[config.mk]
export PLATFORM = sky130hd
export DESIGN_NAME = battery_level_gauge_core
export DESIGN_NICKNAME = d
export VERILOG_FILES = /design/src/blg_pkg.sv /design/src/blg_pct_lookup.sv /design/src/blg_update.sv /design/src/battery_level_gauge_core.sv
export SDC_FILE = /design/constraint.sdc
export NUM_CORES = 1
export LEC_CHECK = 0
export BUFFER_PORTS_ARGS = -buffer_cell sky130_fd_sc_hd__buf_2
export CAP_MARGIN = 20
export CELL_PAD_IN_SITES_DETAIL_PLACEMENT = 0
export CELL_PAD_IN_SITES_GLOBAL_PLACEMENT = 2
export CORE_ASPECT_RATIO = 0.8
export CORE_UTILIZATION = 30
export CTS_BUF_LIST = sky130_fd_sc_hd__clkbuf_8 sky130_fd_sc_hd__clkbuf_16
export CTS_CLUSTER_DIAMETER = 150
export CTS_CLUSTER_SIZE = 20
export DETAILED_ROUTE_END_ITERATION = 12
export PLACE_DENSITY_LB_ADDON = 0.1
export SLEW_MARGIN = 40
export SYNTH_ARGS = -nofsm -noshare
export SYNTH_HDL_FRONTEND = slang
export SYNTH_SLANG_ARGS = --single-unit
[constraint.sdc]
create_clock -name clk -period 6.65 [get_ports clk]
set_input_delay 1.995 -clock clk [delete_from_list [all_inputs] [get_ports clk]]
set_output_delay 1.995 -clock clk [all_outputs]
set_load 0.02 [all_outputs]
[src/blg_pkg.sv]
// Package for the battery level gauge: shared constants, code names,
// the voltage-to-percent tables and the structs passed between modules.
// No dependencies.
package blg_pkg;

  // Fixed field widths.
  localparam int TIME_W    = 32;
  localparam int SEC_W     = 8;
  localparam int ADC_W     = 10;
  localparam int PCT_W     = 7;
  localparam int CSEC_W    = 14;
  localparam int MCNT_W    = 9;
  localparam int CFG_IDX_W = 3;
  localparam int CFG_DAT_W = 32;

  // Lookup table sizing.
  localparam int TABLE_CAP            = 128;
  localparam int TABLE_LEVELS_DEFAULT = 72;

  // Item modes.
  localparam logic MODE_TICK   = 1'b0;
  localparam logic MODE_SAMPLE = 1'b1;

  // Configuration register indexes.
  localparam logic [CFG_IDX_W-1:0] REG_CHARGE_STEP_MS       = 3'd0;
  localparam logic [CFG_IDX_W-1:0] REG_MEASURE_INTERVAL_SEC = 3'd1;
  localparam logic [CFG_IDX_W-1:0] REG_LOW_BATTERY_PERCENT  = 3'd2;
  localparam logic [CFG_IDX_W-1:0] REG_SHUTDOWN_ADC_LEVEL   = 3'd3;
  localparam logic [CFG_IDX_W-1:0] REG_FULL_CHARGE_SECONDS  = 3'd4;

  // Configuration reset values.
  localparam logic [TIME_W-1:0] CHARGE_STEP_MS_RST       = 32'd72000;
  localparam logic [SEC_W-1:0]  MEASURE_INTERVAL_SEC_RST = 8'd15;
  localparam logic [PCT_W-1:0]  LOW_BATTERY_PERCENT_RST  = 7'd10;
  localparam logic [ADC_W-1:0]  SHUTDOWN_ADC_LEVEL_RST   = 10'd492;
  localparam logic [CSEC_W-1:0] FULL_CHARGE_SECONDS_RST  = 14'd10000;

  // Behavioral constants.
  localparam logic [CSEC_W-1:0] CHARGE_SEC_MAX     = 14'd10800;
  localparam logic [CSEC_W-1:0] HOLD_FLOOR_SEC     = 14'd8200;
  localparam logic [TIME_W:0]   LOW_POWER_DELAY_MS = 33'd5000;
  localparam logic [MCNT_W-1:0] MEASURE_TIMEOUT    = 9'd10;
  localparam logic [MCNT_W-1:0] COUNTER_MAX        = 9'd511;
  localparam logic [PCT_W-1:0]  PCT_ROUND_UP       = 7'd95;
  localparam logic [PCT_W-1:0]  PCT_HOLD           = 7'd99;
  localparam logic [PCT_W-1:0]  PCT_FULL           = 7'd100;

  // Voltage thresholds, falling; entries past the populated part are zero.
  localparam logic [ADC_W-1:0] VOLT_STEPS [TABLE_CAP] = '{
    10'd645, 10'd641, 10'd639, 10'd637, 10'd636, 10'd634, 10'd632, 10'd630,
    10'd628, 10'd627, 10'd625, 10'd624, 10'd622, 10'd620, 10'd618, 10'd616,
    10'd614, 10'd613, 10'd612, 10'd610, 10'd609, 10'd608, 10'd606, 10'd605,
    10'd603, 10'd602, 10'd601, 10'd599, 10'd598, 10'd596, 10'd595, 10'd594,
    10'd593, 10'd592, 10'd591, 10'd590, 10'd589, 10'd588, 10'd587, 10'd586,
    10'd586, 10'd585, 10'd584, 10'd584, 10'd583, 10'd583, 10'd582, 10'd581,
    10'd581, 10'd580, 10'd580, 10'd579, 10'd579, 10'd578, 10'd578, 10'd578,
    10'd577, 10'd576, 10'd576, 10'd575, 10'd574, 10'd573, 10'd572, 10'd570,
    10'd569, 10'd567, 10'd567, 10'd566, 10'd566, 10'd566, 10'd565, 10'd564,
    10'd0, 10'd0, 10'd0, 10'd0, 10'd0, 10'd0, 10'd0, 10'd0,
    10'd0, 10'd0, 10'd0, 10'd0, 10'd0, 10'd0, 10'd0, 10'd0,
    10'd0, 10'd0, 10'd0, 10'd0, 10'd0, 10'd0, 10'd0, 10'd0,
    10'd0, 10'd0, 10'd0, 10'd0, 10'd0, 10'd0, 10'd0, 10'd0,
    10'd0, 10'd0, 10'd0, 10'd0, 10'd0, 10'd0, 10'd0, 10'd0,
    10'd0, 10'd0, 10'd0, 10'd0, 10'd0, 10'd0, 10'd0, 10'd0,
    10'd0, 10'd0, 10'd0, 10'd0, 10'd0, 10'd0, 10'd0, 10'd0
  };

  // Percent that goes with each threshold.
  localparam logic [PCT_W-1:0] PCT_STEPS [TABLE_CAP] = '{
    7'd100, 7'd99, 7'd98, 7'd96, 7'd95, 7'd94, 7'd92, 7'd91,
    7'd89, 7'd88, 7'd87, 7'd85, 7'd84, 7'd82, 7'd81, 7'd80,
    7'd78, 7'd77, 7'd75, 7'd74, 7'd73, 7'd71, 7'd70, 7'd69,
    7'd67, 7'd66, 7'd64, 7'd63, 7'd62, 7'd60, 7'd59, 7'd57,
    7'd56, 7'd55, 7'd53, 7'd52, 7'd50, 7'd49, 7'd48, 7'd46,
    7'd45, 7'd44, 7'd42, 7'd41, 7'd39, 7'd38, 7'd37, 7'd35,
    7'd34, 7'd32, 7'd31, 7'd30, 7'd28, 7'd27, 7'd25, 7'd24,
    7'd23, 7'd21, 7'd20, 7'd19, 7'd17, 7'd16, 7'd14, 7'd13,
    7'd12, 7'd10, 7'd9, 7'd7, 7'd6, 7'd5, 7'd3, 7'd2,
    7'd0, 7'd0, 7'd0, 7'd0, 7'd0, 7'd0, 7'd0, 7'd0,
    7'd0, 7'd0, 7'd0, 7'd0, 7'd0, 7'd0, 7'd0, 7'd0,
    7'd0, 7'd0, 7'd0, 7'd0, 7'd0, 7'd0, 7'd0, 7'd0,
    7'd0, 7'd0, 7'd0, 7'd0, 7'd0, 7'd0, 7'd0, 7'd0,
    7'd0, 7'd0, 7'd0, 7'd0, 7'd0, 7'd0, 7'd0, 7'd0,
    7'd0, 7'd0, 7'd0, 7'd0, 7'd0, 7'd0, 7'd0, 7'd0,
    7'd0, 7'd0, 7'd0, 7'd0, 7'd0, 7'd0, 7'd0, 7'd0
  };

  typedef struct packed {
    logic [TIME_W-1:0] charge_step_ms;
    logic [SEC_W-1:0]  measure_interval_sec;
    logic [PCT_W-1:0]  low_battery_percent;
    logic [ADC_W-1:0]  shutdown_adc_level;
    logic [CSEC_W-1:0] full_charge_seconds;
  } blg_cfg_t;

  // One accepted item, with its sample already turned into a percent.
  typedef struct packed {
    logic              mode;
    logic [TIME_W-1:0] time_ms;
    logic [SEC_W-1:0]  elapsed_sec;
    logic              charger_present;
    logic [ADC_W-1:0]  adc_reading;
    logic              authorized;
    logic              low_power_mode;
    logic [TIME_W-1:0] low_power_since_ms;
    logic [PCT_W-1:0]  adc_percent;
  } blg_item_t;

  typedef struct packed {
    logic [PCT_W-1:0] battery_percent;
    logic             charging;
    logic             low_battery;
    logic             start_measure;
    logic             shutdown_request;
    logic             display_wake;
    logic             exit_low_power;
  } blg_result_t;

endpackage

[src/blg_pct_lookup.sv]
// Voltage-to-percent conversion of one ADC sample through the constant tables.
// Depends on blg_pkg.
module blg_pct_lookup
  import blg_pkg::*;
#(
  parameter int TABLE_LEVELS = TABLE_LEVELS_DEFAULT
) (
  input  logic [ADC_W-1:0] adc_reading,
  output logic [PCT_W-1:0] adc_percent
);

  logic [PCT_W-1:0] hit_pct;

  // The first entry whose threshold the sample exceeds wins; scanning from the
  // far end lets lower indexes override.
  always_comb begin
    hit_pct = '0;
    for (int i = TABLE_CAP - 1; i >= 0; i--) begin
      if (i < TABLE_LEVELS && adc_reading > VOLT_STEPS[i]) begin
        hit_pct = PCT_STEPS[i];
      end
    end
    adc_percent = (hit_pct > PCT_ROUND_UP) ? PCT_FULL : hit_pct;
  end

endmodule

[src/blg_update.sv]
// Gauge state registers and the combinational update for one item.
// Depends on blg_pkg.
module blg_update
  import blg_pkg::*;
(
  input  logic        clk,
  input  logic        rst,
  input  blg_cfg_t    cfg,
  input  blg_item_t   item,
  input  logic        fire,
  output blg_result_t result
);

  logic [PCT_W-1:0]  level_percent, level_percent_next;
  logic [PCT_W-1:0]  measured_percent, measured_percent_next;
  logic              charger_state, charger_state_next;
  logic              measure_phase, measure_phase_next;
  logic              first_sample, first_sample_next;
  logic [TIME_W-1:0] step_timebase, step_timebase_next;
  logic [CSEC_W-1:0] charge_seconds, charge_seconds_next;
  logic [MCNT_W-1:0] measure_counter, measure_counter_next;

  logic [MCNT_W:0]   mcnt_sum;
  logic [CSEC_W-1:0] csec_sum;
  logic [TIME_W:0]   step_due;
  logic [TIME_W:0]   lp_due;
  logic [PCT_W-1:0]  lvl_inc;
  logic [PCT_W-1:0]  lvl_drop;
  logic              start, shut, wake, exitlp;

  always_comb begin
    level_percent_next    = level_percent;
    measured_percent_next = measured_percent;
    charger_state_next    = charger_state;
    measure_phase_next    = measure_phase;
    first_sample_next     = first_sample;
    step_timebase_next    = step_timebase;
    charge_seconds_next   = charge_seconds;
    measure_counter_next  = measure_counter;
    start  = 1'b0;
    shut   = 1'b0;
    wake   = 1'b0;
    exitlp = 1'b0;

    mcnt_sum = {1'b0, measure_counter} + {2'b00, item.elapsed_sec};
    csec_sum = charge_seconds + {6'd0, item.elapsed_sec};
    step_due = {1'b0, step_timebase} + {1'b0, cfg.charge_step_ms};
    lp_due   = {1'b0, item.low_power_since_ms} + LOW_POWER_DELAY_MS;
    lvl_inc  = level_percent + 7'd1;
    lvl_drop = level_percent;

    if (item.mode == MODE_TICK) begin
      measure_counter_next = (mcnt_sum > {1'b0, COUNTER_MAX}) ? COUNTER_MAX
                                                              : mcnt_sum[MCNT_W-1:0];
      if (item.charger_present) begin
        charge_seconds_next = (csec_sum > CHARGE_SEC_MAX) ? CHARGE_SEC_MAX : csec_sum;
      end
      if (measure_phase) begin
        // A measurement that never delivered a sample times out.
        if (measure_counter_next > MEASURE_TIMEOUT) begin
          measure_phase_next = 1'b0;
        end
      end else begin
        if (item.charger_present) begin
          if (!charger_state) begin
            charger_state_next = 1'b1;
            step_timebase_next = item.time_ms;
            wake = 1'b1;
          end else if ({1'b0, item.time_ms} > step_due) begin
            step_timebase_next = item.time_ms;
            if (level_percent < PCT_FULL) begin
              if (lvl_inc > PCT_HOLD) begin
                // Hold at 99 until the charger has been on long enough.
                if (charge_seconds_next < cfg.full_charge_seconds) begin
                  level_percent_next = PCT_HOLD;
                  if (charge_seconds_next < HOLD_FLOOR_SEC) begin
                    charge_seconds_next = HOLD_FLOOR_SEC;
                  end
                end else begin
                  level_percent_next = PCT_FULL;
                end
              end else begin
                level_percent_next = lvl_inc;
              end
            end
          end
        end else begin
          charge_seconds_next = '0;
          if (charger_state) begin
            charger_state_next = 1'b0;
            step_timebase_next = item.time_ms;
            if (item.low_power_mode && {1'b0, item.time_ms} > lp_due) begin
              lvl_drop = measured_percent;
            end
            level_percent_next = (lvl_drop >= PCT_HOLD) ? PCT_FULL : lvl_drop;
            wake   = 1'b1;
            exitlp = item.low_power_mode;
          end
        end
        if (measure_counter_next > {1'b0, cfg.measure_interval_sec}) begin
          start = 1'b1;
          measure_counter_next = '0;
          measure_phase_next   = 1'b1;
        end
      end
    end else begin
      measured_percent_next = item.adc_percent;
      shut = (item.adc_reading < cfg.shutdown_adc_level) && !item.charger_present;
      if (first_sample) begin
        first_sample_next = 1'b0;
        if (!item.authorized) begin
          level_percent_next = item.adc_percent;
        end
        if (charger_state) begin
          step_timebase_next = item.time_ms;
        end
      end else if (item.adc_percent < level_percent) begin
        level_percent_next = item.adc_percent;
        if (charger_state) begin
          step_timebase_next = item.time_ms;
        end
      end
      measure_phase_next = 1'b0;
    end

    result.battery_percent  = level_percent_next;
    result.charging         = charger_state_next;
    result.low_battery      = !item.charger_present &&
                              (level_percent_next <= cfg.low_battery_percent);
    result.start_measure    = start;
    result.shutdown_request = shut;
    result.display_wake     = wake;
    result.exit_low_power   = exitlp;
  end

  always_ff @(posedge clk) begin
    if (rst) begin
      level_percent    <= '0;
      measured_percent <= '0;
      charger_state    <= 1'b0;
      measure_phase    <= 1'b1;
      first_sample     <= 1'b1;
      step_timebase    <= '0;
      charge_seconds   <= '0;
      measure_counter  <= '0;
    end else if (fire) begin
      level_percent    <= level_percent_next;
      measured_percent <= measured_percent_next;
      charger_state    <= charger_state_next;
      measure_phase    <= measure_phase_next;
      first_sample     <= first_sample_next;
      step_timebase    <= step_timebase_next;
      charge_seconds   <= charge_seconds_next;
      measure_counter  <= measure_counter_next;
    end
  end

endmodule

[src/battery_level_gauge_core.sv]
// Top level of the battery level gauge: configuration registers, input and
// result registers around the state update. Depends on blg_pkg,
// blg_pct_lookup and blg_update.
//
// Usage: items arrive on the input channel (in_valid / in_stall). A tick
// (mode 0) advances the measurement and charging timers and tracks the
// charger; an ADC sample (mode 1) is converted to a percent and may lower
// or first load the level. Every item yields exactly one result on the
// output channel (out_valid / out_stall). A transfer happens at a rising
// edge with valid high and stall low.
// Path: an accepted item waits in the input register and then goes
// through the update into the result register, which presents it.
// Throughput: one item per cycle while out_stall is low; the state update
// is combinational, so back-to-back items see each other's state directly.
// When the receiver stalls, the result register holds its item, the input
// register holds the next one, and in_stall rises once both are full.
// Configuration: cfg_valid / cfg_ready with a register index and data,
// always ready; write only while no item is in flight.
// Reset (rst, synchronous): both pipeline registers empty, the configuration
// back to defaults, and the gauge at level 0, charger removed, a
// measurement pending and the first sample still expected.
module battery_level_gauge_core
  import blg_pkg::*;
#(
  parameter int TABLE_LEVELS = TABLE_LEVELS_DEFAULT
) (
  input  logic                 clk,
  input  logic                 rst,
  // Input channel.
  input  logic                 in_valid,
  output logic                 in_stall,
  input  logic                 mode,
  input  logic [TIME_W-1:0]    time_ms,
  input  logic [SEC_W-1:0]     elapsed_sec,
  input  logic                 charger_present,
  input  logic [ADC_W-1:0]     adc_reading,
  input  logic                 authorized,
  input  logic                 low_power_mode,
  input  logic [TIME_W-1:0]    low_power_since_ms,
  // Result channel.
  output logic                 out_valid,
  input  logic                 out_stall,
  output logic [PCT_W-1:0]     battery_percent,
  output logic                 charging,
  output logic                 low_battery,
  output logic                 start_measure,
  output logic                 shutdown_request,
  output logic                 display_wake,
  output logic                 exit_low_power,
  // Configuration write channel.
  input  logic                 cfg_valid,
  output logic                 cfg_ready,
  input  logic [CFG_IDX_W-1:0] cfg_index,
  input  logic [CFG_DAT_W-1:0] cfg_data
);

  blg_cfg_t    cfg;
  blg_item_t   in_item;
  blg_item_t   in_reg;
  logic        in_full, in_full_next;
  logic        in_take;
  logic        advance;
  logic        out_valid_next;
  blg_result_t result;
  blg_result_t out_reg;
  logic [PCT_W-1:0] adc_percent;

  // Configuration registers; writes to unused indexes are dropped.
  assign cfg_ready = 1'b1;

  always_ff @(posedge clk) begin
    if (rst) begin
      cfg.charge_step_ms       <= CHARGE_STEP_MS_RST;
      cfg.measure_interval_sec <= MEASURE_INTERVAL_SEC_RST;
      cfg.low_battery_percent  <= LOW_BATTERY_PERCENT_RST;
      cfg.shutdown_adc_level   <= SHUTDOWN_ADC_LEVEL_RST;
      cfg.full_charge_seconds  <= FULL_CHARGE_SECONDS_RST;
    end else if (cfg_valid && cfg_ready) begin
      case (cfg_index)
        REG_CHARGE_STEP_MS:       cfg.charge_step_ms       <= cfg_data[TIME_W-1:0];
        REG_MEASURE_INTERVAL_SEC: cfg.measure_interval_sec <= cfg_data[SEC_W-1:0];
        REG_LOW_BATTERY_PERCENT:  cfg.low_battery_percent  <= cfg_data[PCT_W-1:0];
        REG_SHUTDOWN_ADC_LEVEL:   cfg.shutdown_adc_level   <= cfg_data[ADC_W-1:0];
        REG_FULL_CHARGE_SECONDS:  cfg.full_charge_seconds  <= cfg_data[CSEC_W-1:0];
        default: ;
      endcase
    end
  end

  // The table lookup depends on the sample alone, so it runs ahead of the
  // input register and keeps the state update short.
  blg_pct_lookup #(
    .TABLE_LEVELS(TABLE_LEVELS)
  ) u_lookup (
    .adc_reading(adc_reading),
    .adc_percent(adc_percent)
  );

  always_comb begin
    in_item.mode               = mode;
    in_item.time_ms            = time_ms;
    in_item.elapsed_sec        = elapsed_sec;
    in_item.charger_present    = charger_present;
    in_item.adc_reading        = adc_reading;
    in_item.authorized         = authorized;
    in_item.low_power_mode     = low_power_mode;
    in_item.low_power_since_ms = low_power_since_ms;
    in_item.adc_percent        = adc_percent;
  end

  // The input item moves on whenever the result register is empty or is
  // being emptied in this cycle.
  assign advance  = in_full && (!out_valid || !out_stall);
  assign in_stall = in_full && !advance;
  assign in_take  = in_valid && !in_stall;

  always_comb begin
    in_full_next = in_full;
    if (in_take) begin
      in_full_next = 1'b1;
    end else if (advance) begin
      in_full_next = 1'b0;
    end
  end

  always_comb begin
    out_valid_next = out_valid && out_stall;
    if (advance) begin
      out_valid_next = 1'b1;
    end
  end

  always_ff @(posedge clk) begin
    if (rst) begin
      in_full   <= 1'b0;
      out_valid <= 1'b0;
    end else begin
      in_full   <= in_full_next;
      out_valid <= out_valid_next;
    end
  end

  always_ff @(posedge clk) begin
    if (in_take) begin
      in_reg <= in_item;
    end
    if (advance) begin
      out_reg <= result;
    end
  end

  blg_update u_update (
    .clk   (clk),
    .rst   (rst),
    .cfg   (cfg),
    .item  (in_reg),
    .fire  (advance),
    .result(result)
  );

  assign battery_percent  = out_reg.battery_percent;
  assign charging         = out_reg.charging;
  assign low_battery      = out_reg.low_battery;
  assign start_measure    = out_reg.start_measure;
  assign shutdown_request = out_reg.shutdown_request;
  assign display_wake     = out_reg.display_wake;
  assign exit_low_power   = out_reg.exit_low_power;

  // The input side only pushes back while it is holding an item.
  a_stall_needs_item: assert property (@(posedge clk) disable iff (rst)
    in_stall |-> in_full)
    else $error("input stalled with an empty input register");

  // An item that moves into the result stage is presented in the next cycle.
  a_advance_presents: assert property (@(posedge clk) disable iff (rst)
    advance |=> out_valid)
    else $error("advanced item not presented");

  // The reported level never leaves the percent range.
  a_level_range: assert property (@(posedge clk) disable iff (rst)
    out_valid |-> battery_percent <= PCT_FULL)
    else $error("battery level above full");

  // Leaving low power happens only as part of a charger removal.
  a_exit_with_wake: assert property (@(posedge clk) disable iff (rst)
    (out_valid && exit_low_power) |-> (display_wake && !charging))
    else $error("low power exit without charger removal");

endmodule
== Word-level counts from Yosys, hierarchy flattened ==
Cells that the tools add are included.

* Muxes and demuxes: 113
* Order comparisons: 75
* Equality and inequality tests: 7
* Reductions and logical operators: 25
* Bitwise operators: 2
* Add/sub/neg operators: 5

{| class="wikitable"
|+ Operators by type and width
! cell !! number
|-
| greater-than comparator 10 bit, second input constant || 60
|-
| 2-to-1 mux 7 bit || 76
|-
| 2-to-1 mux 32 bit || 8
|-
| 2-to-1 mux 14 bit || 11
|-
| greater-than comparator 32 x 33 -> 1 bit || 2
|-
| adder 32 x 13 -> 33 bit, second input constant || 1
|-
| adder 32 x 32 -> 33 bit || 1
|-
| 2-to-1 mux 9 bit || 3
|-
| adder 14 x 8 -> 14 bit || 1
|-
| greater-than comparator 14 bit, second input constant || 1
|-
| greater-than comparator 7 bit, second input constant || 2
|-
| < comparator 14 bit || 1
|-
| < comparator 14 bit, second input constant || 1
|-
| AND reduction 2 bit || 7
|-
| 2-to-1 mux 1 bit || 13
|-
| adder 9 x 8 -> 10 bit || 1
|-
| greater-than comparator 10 x 9 -> 1 bit, second input constant || 1
|-
| < comparator 10 bit || 1
|-
| greater-than comparator 9 x 4 -> 1 bit, second input constant || 1
|-
| greater-than comparator 9 x 8 -> 1 bit || 1
|-
| adder 7 x 1 -> 7 bit, second input constant || 1
|-
| greater-or-equal comparator 7 bit, second input constant || 1
|-
| less-or-equal comparator 7 bit || 1
|-
| logical AND 1 bit || 7
|-
| 18 further kinds || 24
|}

* Output and inout bits: 16
* Input bits: 126
* Bits in registers: 251
* Word-level logic and storage cells: 258

== Logic depth before layout (Yosys ltp) ==
Gate-level depths: netlist of the first run.

* Word-level depth: 62
* Gate-level depth with buffers: 34
* Mapped depth without buffers: 34

== Modules after synthesis ==
Synthesis of the first run repeated with hierarchy kept, for this count alone.

* Cell total of the unflattened synthesis: 1811
* Area total of the unflattened synthesis: 16817.4 um^2

{| class="wikitable"
|+ Modules (own cells, without submodules)
! module !! area an instance (um^2) !! times used !! cells each !! seq. area each (um^2)
|-
| blg_update || 9326.4 || 1 || 1200 || 1441.4
|-
| battery_level_gauge_core || 6248.5 || 1 || 405 || 4644.5
|-
| blg_pct_lookup || 1242.4 || 1 || 206 || 0.0
|}

== Least setup slack after synthesis of the first run ==
Ideal clock, no wire load.

* Path type: in2reg
* Start: in out_stall
* End: reg in_reg[0] (netlist bit), enable pin
* Arrival: 6.361 ns
* Library setup time: 0.554 ns
* Path slack: -0.265 ns
* Buffers on the path: 0
* Stages on the path: 2
* Required time: 6.096 ns
* Cell sequence: and3_1 > nor2b_1

* Word-level cells in the longest chain between the ends: 7

{| class="wikitable"
|+ RTL lines
! element !! RTL line !! RTL
|-
| from (decl) || battery_level_gauge_core.sv:42 || <nowiki>input logic out_stall,</nowiki>
|-
| logical NOT 1 bit || battery_level_gauge_core.sv:113 || <nowiki>assign advance = in_full && (!out_valid || !out_stall);</nowiki>
|-
| logical OR 1 bit || battery_level_gauge_core.sv:113 ||
|-
| logical AND 1 bit || battery_level_gauge_core.sv:113 ||
|-
| logical NOT 1 bit || battery_level_gauge_core.sv:114 || <nowiki>assign in_stall = in_full && !advance;</nowiki>
|-
| logical AND 1 bit || battery_level_gauge_core.sv:114 ||
|-
| logical NOT 1 bit || battery_level_gauge_core.sv:115 || <nowiki>assign in_take = in_valid && !in_stall;</nowiki>
|-
| logical AND 1 bit || battery_level_gauge_core.sv:115 ||
|-
| to (signal assigned) || battery_level_gauge_core.sv:145 || <nowiki>in_reg <= in_item;</nowiki>
|-
| to (decl) || battery_level_gauge_core.sv:59 || <nowiki>blg_item_t in_reg;</nowiki>
|}

No other way between the ends.
A chain may end at the register's enable or synchronous reset.

==> flow_metrics.tcl, run 1 <==
set metrics [dict create \
    cts_buffers 16 \
    wl_per_cell_microns 20.7 \
    final_nets 2295 \
    cts.sinks 251 \
    rr_startpoint "cfg[39]" \
    largest_reg_flops 93 \
    finalSetupViolations 0 \
    cp_slowest_stage_delay_ns 0.48 \
    hold_path_depth 2 \
    synth_top_cells_by_area "edfxtp_1, dfxtp_1, ha_1, nand2_1, a21oi_1" \
    min_period_ns 6.38 \
    syn-mean-instance-area_sq_um 8.85 \
    synth_common_cells "nand2_1, ha_1, nor2_1" \
    cts_tree "yes" \
    vias 14300 \
    port_buffers 140 \
    critPathLaunch "cfg[39]" \
    wl_mm 56.0 \
    start_util 0.307 \
    dieArea_sq_mm 0.0552 \
    hold_viol 0 \
    vias_per_cell 5.26 \
    cts_buffer_depth 3 \
    fin_skew_ns 0.0252 \
    gp_congestion 0.872 \
    clk_pin_slew_ns 0.10 \
    rows 75 \
    io-pin-count 142 \
    grt_remaining_overflow 0 \
    rr_endpoint "low_battery" \
    drc 0 \
    drv_slew 0 \
    fmax_mhz 157 \
    place_area_sq_mm 0.0181 \
    synthArstFlopShare 0 \
    clk_latency_ns 0.54 \
    worst-path-max-fanout 5 \
    hold_buffers 0 \
    drive_gt1_frac 0.161 \
    crit_buf_inv 1 \
    antenna_cells 0 \
    synth_ff_type "dfxtp_1" \
    status "complete, no violations" \
    yosysTopAreaCell "edfxtp_1" \
    ant_nets 0 \
    worstMarginPinSlew_ns 0.832 \
    startpoint_type "flip-flop" \
    grt_use_total 0.197 \
    die_x_microns 262 \
    holdWs_ns 0.454 \
    dr.pass1.iters 5 \
    die_h_microns 210 \
    max_slew_margin 0.441 \
    crit_required_ns 7.05 \
    postSynthCellCount 1839 \
    peakVddDrop_uv 165 \
    dpl.hpwl_mm 43.2 \
    drt_iter0_markers 1175 \
    yosys.cell_count.top_type "nand2_1" \
    maxCapViolations 0 \
    cp-end-kind "flip-flop" \
    antenna_found_initial 0 \
    yosysTopAreaCellShare 0.196 \
    synth_edf_count 106 \
    grt_pass1_wl_mm 83.9 \
    stdcell_count 2709 \
    ys_seq_elements 251 \
    critPathTopFamily "compound AO/OA/AOI/OAI gates" \
    cp.depth 31 \
    p_leak_nw 7.58 \
    yosysWarnings 0 \
    ys_types 100 \
    synth_area_sq_mm 0.0163 \
    grt_pass1_vias 13500 \
    area_delta_synth_final_pct 16.6 \
    worstSetupEndpoint "low_battery" \
    final_core_util 0.358 \
    ys_seq_area_frac 0.374 \
    r2r_cells 31 \
    cts_max_level 1 \
    criticalPathCategory "flip-flop to flip-flop" \
    cp_slowest_cell "a2111oi_4" \
    r2r_setup_slack_ns 0.27 \
    p_per_area_mw_per_mm2 181 \
    grt_max_degree 80 \
    arrival_ns 6.78 \
    period_share 0.959 \
    core_area_sq_mm 0.0530 \
    worstHoldPathType "flip-flop to flip-flop" \
    cts-root-buf "clkbuf_16" \
    place.detailed.instances 2671 \
    syn-num-nets 2127 \
    fin_area_sq_mm 0.0190 \
]
[worst min path at each step]
| stage | slack [ns] | startpoint | endpoint |
|---|---|---|---|
| 2_1_floorplan | 0.42 | u_update.measure_counter[7] | u_update.measure_counter[7] |
| 3_3_place_gp | 0.44 | u_update.measure_counter[7] | u_update.measure_counter[7] |
| 3_5_place_dp | 0.45 | u_update.measure_counter[7] | u_update.measure_counter[7] |
| 4_1_cts | 0.46 | u_update.measure_counter[7] | u_update.measure_counter[7] |
| 5_1_grt | 0.48 | cfg[1] | cfg[1] |
| 6_report | 0.45 | u_update.measure_counter[7] | u_update.measure_counter[7] |
[worst reg2reg max path, delay by kind of cell (launching register included)]
| kind | cells | cell delay [ns] |
|---|---|---|
| compound gates | 16 | 3.56 |
| xor+xnor | 1 | 0.18 |
| fa+ha+maj | 4 | 1.13 |
| buf+inv | 1 | 0.16 |
| flops | 1 | 0.33 |
| simple gates | 9 | 0.93 |
[layer usage]
metal  share of wire  vias up  GRT usage
li1                -     7065          -
met1            0.55     6820      0.316
met2            0.40      335      0.280
met3           0.040       33     0.0236
met4           0.010        0     0.0264
met5               0        -          0
[repair_timing]
action                     CTS  global route
setup buffers                0            10
resized for setup            5            60
setup endpoints to repair    1             1
pin swaps                    0            32
[kinds of logic (layout without fill, tap and decap cells)]
| group | Yosys count | count (layout) | share of synthesized area |
|---|---|---|---|
| multiplexers | 51 | 51 | 0.0321 |
| adder cells (fa/ha/maj) | 162 | 162 | 0.126 |
| other | 1 | 1 | 0.000230 |
| AO/OA/AOI/OAI | 497 | 497 | 0.203 |
| buffers and inverters | 161 | 338 | 0.0390 |
| AND/OR/NAND/NOR | 646 | 646 | 0.188 |
| flip-flops | 251 | 251 | 0.374 |
| XOR/XNOR | 70 | 70 | 0.0377 |
[cell type report]
type,count,area [sq um]
inverter,87,327
sequential,251,6090
multi-input combinational,1427,9890
timing repair buffer,224,1340
fill,5488,34000
tap,693,867
clock buffer,17,425
clock inverter,10,45.0
[through the flow]
stage / setup TNS (ns) / setup slack (ns) / total power, mW
floorplan: 0 / 0.789 / 2.13
global placement: -0.112 / -0.112 / 2.39
detailed placement: -0.162 / -0.162 / 2.39
CTS: 0 / 0.0257 / 3.47
global route: -0.119 / -0.119 / 3.62
finish: 0 / 0.272 / 3.44
[power breakdown]
part	switching, mW	internal, mW
Sequential	0.0702	1.68
Combinational	0.386	0.257
Clock	0.586	0.469
[layout by cell type, fill, tap and decap left out, types with 45 or more instances in the layout]
cell,n
nand2_1,236
ha_1,154
nor2_1,153
a21oi_1,146
dfxtp_1,144
buf_2,140
edfxtp_1,106
inv_1,94
buf_4,83
o21ai_0,80
mux2i_1,49
nand3_1,45
Power figures use the tool's default switching activity.
==> run 2, diff against run 1 <==
--- a/config.mk
+++ b/config.mk
@@ -5,13 +5,13 @@
 export SDC_FILE = /design/constraint.sdc
 export NUM_CORES = 1
 export LEC_CHECK = 0
-export BUFFER_PORTS_ARGS = -buffer_cell sky130_fd_sc_hd__buf_2
+export BUFFER_PORTS_ARGS = -buffer_cell sky130_fd_sc_hd__buf_4
 export CAP_MARGIN = 20
 export CELL_PAD_IN_SITES_DETAIL_PLACEMENT = 0
 export CELL_PAD_IN_SITES_GLOBAL_PLACEMENT = 2
 export CORE_ASPECT_RATIO = 0.8
 export CORE_UTILIZATION = 30
-export CTS_BUF_LIST = sky130_fd_sc_hd__clkbuf_8 sky130_fd_sc_hd__clkbuf_16
+export CTS_BUF_LIST = sky130_fd_sc_hd__clkbuf_4
 export CTS_CLUSTER_DIAMETER = 150
 export CTS_CLUSTER_SIZE = 20
 export DETAILED_ROUTE_END_ITERATION = 12
==> run 2 against run 1 <==
Against the previous run: design area is 1.7% higher; critical path depth shrank 1; non-clock buffer count is 1 lower; via count grew 0.38%; sequential share of layout area fell by 0.49 points; die area unchanged; critical path type unchanged.
==> flow_metrics.tcl, run 2 (synthesis results as in run 1) <==
set metrics [dict create \
    status "complete, no violations" \
    drt_iter0_markers 995 \
    hold_buffers 0 \
    crit_required_ns 7.28 \
    cp_slowest_cell "a2111oi_4" \
    port_buffers 140 \
    wl_mm 57.0 \
    grt_max_degree 68 \
    p_int_mw 2.18 \
    grt_pass1_wl_mm 85.4 \
    drv_slew 0 \
    worstHoldPathType "flip-flop to flip-flop" \
    largest_reg_flops 93 \
    gp_congestion 0.865 \
    setup_tns_ns 0 \
    cts_buffer_depth 3 \
    cts-root-buf "clkbuf_4" \
    arrival_ns 6.97 \
    combPwrFrac 0.212 \
    hold_path_depth 2 \
    wl_met1_mm 30.1 \
    grt_remaining_overflow 0 \
    layout_common_cells "nand2_1, buf_4, nor2_1, ha_1, a21oi_1" \
    dp_slack_ns -0.166 \
    rr_endpoint "low_battery" \
    worst-path-max-fanout 5 \
    antenna_found_initial 1 \
    grt_pass1_vias 13800 \
    p_leak_nw 7.60 \
    cts_max_level 1 \
    drive_gt1_frac 0.178 \
    area_delta_synth_final_pct 18.5 \
    period_share 0.954 \
    wl_per_cell_microns 21.0 \
    cts.sinks 251 \
    clk_pin_slew_ns 0.24 \
    hold_start "u_update.measure_counter[7]" \
    rows 75 \
    die_h_microns 210 \
    drc 0 \
    r2r_cells 30 \
    hold_viol 0 \
    final_nets 2294 \
    die_x_microns 262 \
    peakVddDrop_uv 101 \
    clockPowerShare 0.240 \
    dpl.hpwl_mm 43.9 \
    final_common_cell "nand2_1" \
    cpMostUsedCell "buf_4" \
    routed.top_layer "met4" \
    wl_met3_mm 2.73 \
    p_sw_frac 0.317 \
    grt_use_total 0.201 \
    fmax_mhz 158 \
    power.switching_mw 1.01 \
    vias 14300 \
    finalSetupViolations 0 \
    ant_nets 0 \
    final_core_util 0.364 \
    cts_tree "yes" \
    fin_skew_ns 0.0762 \
    core_area_sq_mm 0.0530 \
    power_mw 3.19 \
    rr_startpoint "u_update.step_timebase[0]" \
    holdPathEnd "u_update.measure_counter[7]" \
    power_frac_seq 0.548 \
    vias_per_cell 5.28 \
    clk_latency_ns 0.81 \
    criticalPathCategory "flip-flop to flip-flop" \
    setup_ws_ns 0.307 \
    startpoint_type "flip-flop" \
    cp-end-kind "flip-flop" \
    wl_met2_mm 23.3 \
    dr.pass1.iters 5 \
    worstMarginPinSlew_ns 0.816 \
    dieArea_sq_mm 0.0552 \
    io-pin-count 142 \
    cts_buffers 16 \
    r2r_setup_slack_ns 0.31 \
    start_util 0.307 \
    p_per_area_mw_per_mm2 166 \
    max_slew_margin 0.456 \
    holdWs_ns 0.467 \
    maxCapViolations 0 \
    cp_slowest_stage_delay_ns 0.49 \
    min_period_ns 6.34 \
]
run 2: metal layers:
| metal | GRT usage | vias to the layer above |
|---|---|---|
| li1 | - | 7080 |
| met1 | 0.317 | 6861 |
| met2 | 0.289 | 329 |
| met3 | 0.0265 | 37 |
| met4 | 0.0347 | 0 |
| met5 | 0 | - |
run 2: worst max path at each step:
stage	endpoint	slack, ns	start
after floorplan	low_battery	0.79	cfg[39]
after global placement	low_battery	-0.06	cfg[39]
after detailed placement	low_battery	-0.17	u_update.step_timebase[0]
after CTS	low_battery	0.009	in_reg[54]
after global routing	low_battery	-0.04	in_reg[52]
final	low_battery	0.31	u_update.step_timebase[0]
run 2: cell type report:
type | instances | area, sq um
fill | 5475 | 33700
multi-input combinational | 1427 | 10100
sequential | 251 | 6100
timing repair buffer | 223 | 1680
tap | 693 | 867
inverter | 87 | 327
clock buffer | 26 | 195
clock inverter | 2 | 41.3
antenna | 2 | 5.00
run 2: metrics by stage:
| stage | instances | instance area (sq um) |
|---|---|---|
| final | 2711 | 19300 |
| after global placement | 2669 | 18400 |
| after floorplan | 1839 | 16300 |
| after global routing | 2711 | 19300 |
| after detailed placement | 2669 | 18400 |
| after CTS | 2699 | 18700 |
run 2: worst max-delay path: cells and delay by family (launching register included):
kind,cells,cell delay [ns]
compound gates,14,2.76
fa+ha+maj,4,1.11
simple gates,8,1.33
buf+inv,3,0.46
flops,1,0.38
xor+xnor,1,0.10
run 2: repair_timing:
action,in CTS,in global routing
pin swaps,3,55
setup buffers,2,11
setup endpoints to repair,1,1
gates resized for setup,9,102
run 2: power groups by stage:
stage | Combinational [mW] | Clock (mW) | Sequential, mW
after floorplan | 0.384 | 0 | 1.75
after global placement | 0.631 | 0 | 1.78
after detailed placement | 0.633 | 0 | 1.78
after CTS | 0.639 | 0.819 | 1.75
after global routing | 0.752 | 0.859 | 1.76
final | 0.678 | 0.766 | 1.75
==> run 3, diff against run 2 <==
==> constraint.sdc (replaced) <==
create_clock -name clk -period 6.65 [get_ports clk]
set_input_delay 0.3325 -clock clk [delete_from_list [all_inputs] [get_ports clk]]
set_output_delay 0.3325 -clock clk [all_outputs]
set_load 0.02 [all_outputs]
==> run 3 against run 2 <==
Against the previous run: clock skew grew 0.012 ns; maximum frequency grew 0.15%; utilization grew 2.2 points; sequential share of layout area shrank 1.8 points; largest cell class unchanged; largest power group unchanged.
==> flow_metrics.tcl, run 3 (synthesis results as in run 1) <==
set metrics [dict create \
    wl_mm 56.6 \
    dieArea_sq_mm 0.0552 \
    layout_common_cells "buf_4, nand2_1, ha_1, nor2_1, a21oi_1" \
    fmax_mhz 158 \
    maxCapViolations 0 \
    worstMarginPinSlew_ns 0.805 \
    startpoint_type "flip-flop" \
    cts_buffer_depth 3 \
    combPwrFrac 0.228 \
    port_buffers 140 \
    period_share 0.952 \
    arrival_ns 7.01 \
    critPathLaunch "u_update.step_timebase[0]" \
    stdcell_count 2852 \
    grt_pass1_vias 14200 \
    grt_busiest_layer "met1" \
    cp_slowest_cell "a2111oi_4" \
    start_util 0.307 \
    power_mw 3.20 \
    cts-root-buf "clkbuf_4" \
    worstHoldPathType "input port to flip-flop" \
    multi_input_area_sq_mm 0.00991 \
    p_per_area_mw_per_mm2 156 \
    drt_iter0_markers 973 \
    crit_buf_inv 1 \
    met3_usage 0.0222 \
    vias_per_cell 5.19 \
    grt_remaining_overflow 0 \
    hold_viol 0 \
    grt_max_degree 62 \
    area_delta_synth_final_pct 25.8 \
    final_common_cell "buf_4" \
    cp_slowest_stage_delay_ns 0.47 \
    crit_required_ns 7.33 \
    die_x_microns 262 \
    power_frac_seq 0.546 \
    worstSetupEndpoint "low_battery" \
    core_area_sq_mm 0.0530 \
    nFillCells 5354 \
    p_sw_frac 0.317 \
    min_period_ns 6.33 \
    vias 14800 \
    clk_latency_ns 0.80 \
    cts_buffers 16 \
    finalSetupViolations 0 \
    rr_endpoint "low_battery" \
    worst-path-max-fanout 5 \
    grt_pass1_wl_mm 86.5 \
    hold_path_depth 5 \
    rows 75 \
    cp-end-kind "flip-flop" \
    largest_reg_flops 93 \
    fin_skew_ns 0.0884 \
    dpl.hpwl_mm 43.4 \
    cp.depth 32 \
    max_slew_margin 0.464 \
    clk_pin_slew_ns 0.25 \
    status "complete, no violations" \
    criticalPathCategory "flip-flop to flip-flop" \
    cts_max_level 1 \
    io-pin-count 142 \
    place.detailed.instances 2692 \
    ant_nets 0 \
    grt_use_total 0.201 \
    dr.pass1.iters 5 \
    clockPowerShare 0.225 \
    r2r_cells 32 \
    gp_congestion 0.868 \
    cts_tree "yes" \
    use_met1 0.317 \
    peakVddDrop_uv 121 \
    cts.sinks 251 \
    critPathTopFamily "compound AO/OA/AOI/OAI gates" \
    wl_per_cell_microns 19.9 \
    rr_startpoint "u_update.step_timebase[0]" \
    p_leak_nw 8.20 \
    r2r_setup_slack_ns 0.32 \
    power.switching_mw 1.01 \
    grt_use_met2 0.292 \
    drv_slew 0 \
    p_int_mw 2.19 \
    die_h_microns 210 \
    regArea_sq_mm 0.00609 \
    final_nets 2437 \
    antenna_found_initial 3 \
    drc 0 \
    drive_gt1_frac 0.165 \
]
## run 3: cell count changes in the layout (fill, tap and decap cells not counted), sizes merged
cell	change
bufinv	-1
dlygate4sd3	+123
diode	-1
buf	+20
## run 3: layer usage
layer,wire [microns],up-vias
met5,7,-
met3,2010,49
met1,30700,7083
met4,894,2
met2,23000,299
li1,-,7357
## run 3: power groups by stage
stage	Clock, mW	Combinational (mW)	Sequential, mW
floorplan	0	0.384	1.75
detailed placement	0	0.642	1.78
global route	0.809	0.809	1.76
global placement	0	0.642	1.78
CTS	0.766	0.705	1.75
finish	0.722	0.732	1.75
## run 3: tightest hold or removal path: stages
cell and delay [ns]:
buf_4 0.13, nand2_1 0.07, nor2_2 0.11, nor2_1 0.11, a211o_1 0.10
## run 3: what timing repair did
action,in CTS,in global routing
pin swaps,1,36
hold buffers,123,0
endpoints found under the hold margin,169,0
resized for setup,6,74
setup buffers,0,10
endpoints found under the setup margin,1,1
cloned,0,0
## run 3: worst min-delay path by stage
stage / start / to / slack, ns
after floorplan: u_update.measure_counter[7] / u_update.measure_counter[7] / 0.42
after global placement: u_update.measure_counter[7] / u_update.measure_counter[7] / 0.43
after detailed placement: u_update.measure_counter[7] / u_update.measure_counter[7] / 0.44
after CTS: cfg_index[0] / cfg[32] / 0.004
after global routing: cfg_index[0] / cfg[35] / 0.07
final: cfg_index[0] / cfg[32] / 0.11
## run 3: cell type report
cell class,instances,share of cell area
antenna,1,0.000122
sequential,251,0.297
timing repair buffer,366,0.150
clock inverter,1,0.000550
inverter,87,0.0160
clock buffer,26,0.00953
multi-input combinational,1427,0.484
tap,693,0.0424
## run 3: per-stage QoR
stage | setup WS [ns] | cell area [sq um] | util | setup TNS [ns] | hold WS [ns]
CTS | 0.00496 | 20100 | 0.379 | 0 | 0.00424
finish | 0.317 | 20500 | 0.386 | 0 | 0.106
detailed placement | -0.175 | 18600 | 0.351 | -0.175 | 0.443
global placement | -0.119 | 18600 | 0.351 | -0.119 | 0.435
floorplan | 0.789 | 16300 | - | 0 | 0.420
global route | -0.00586 | 20500 | 0.386 | -0.00586 | 0.0655
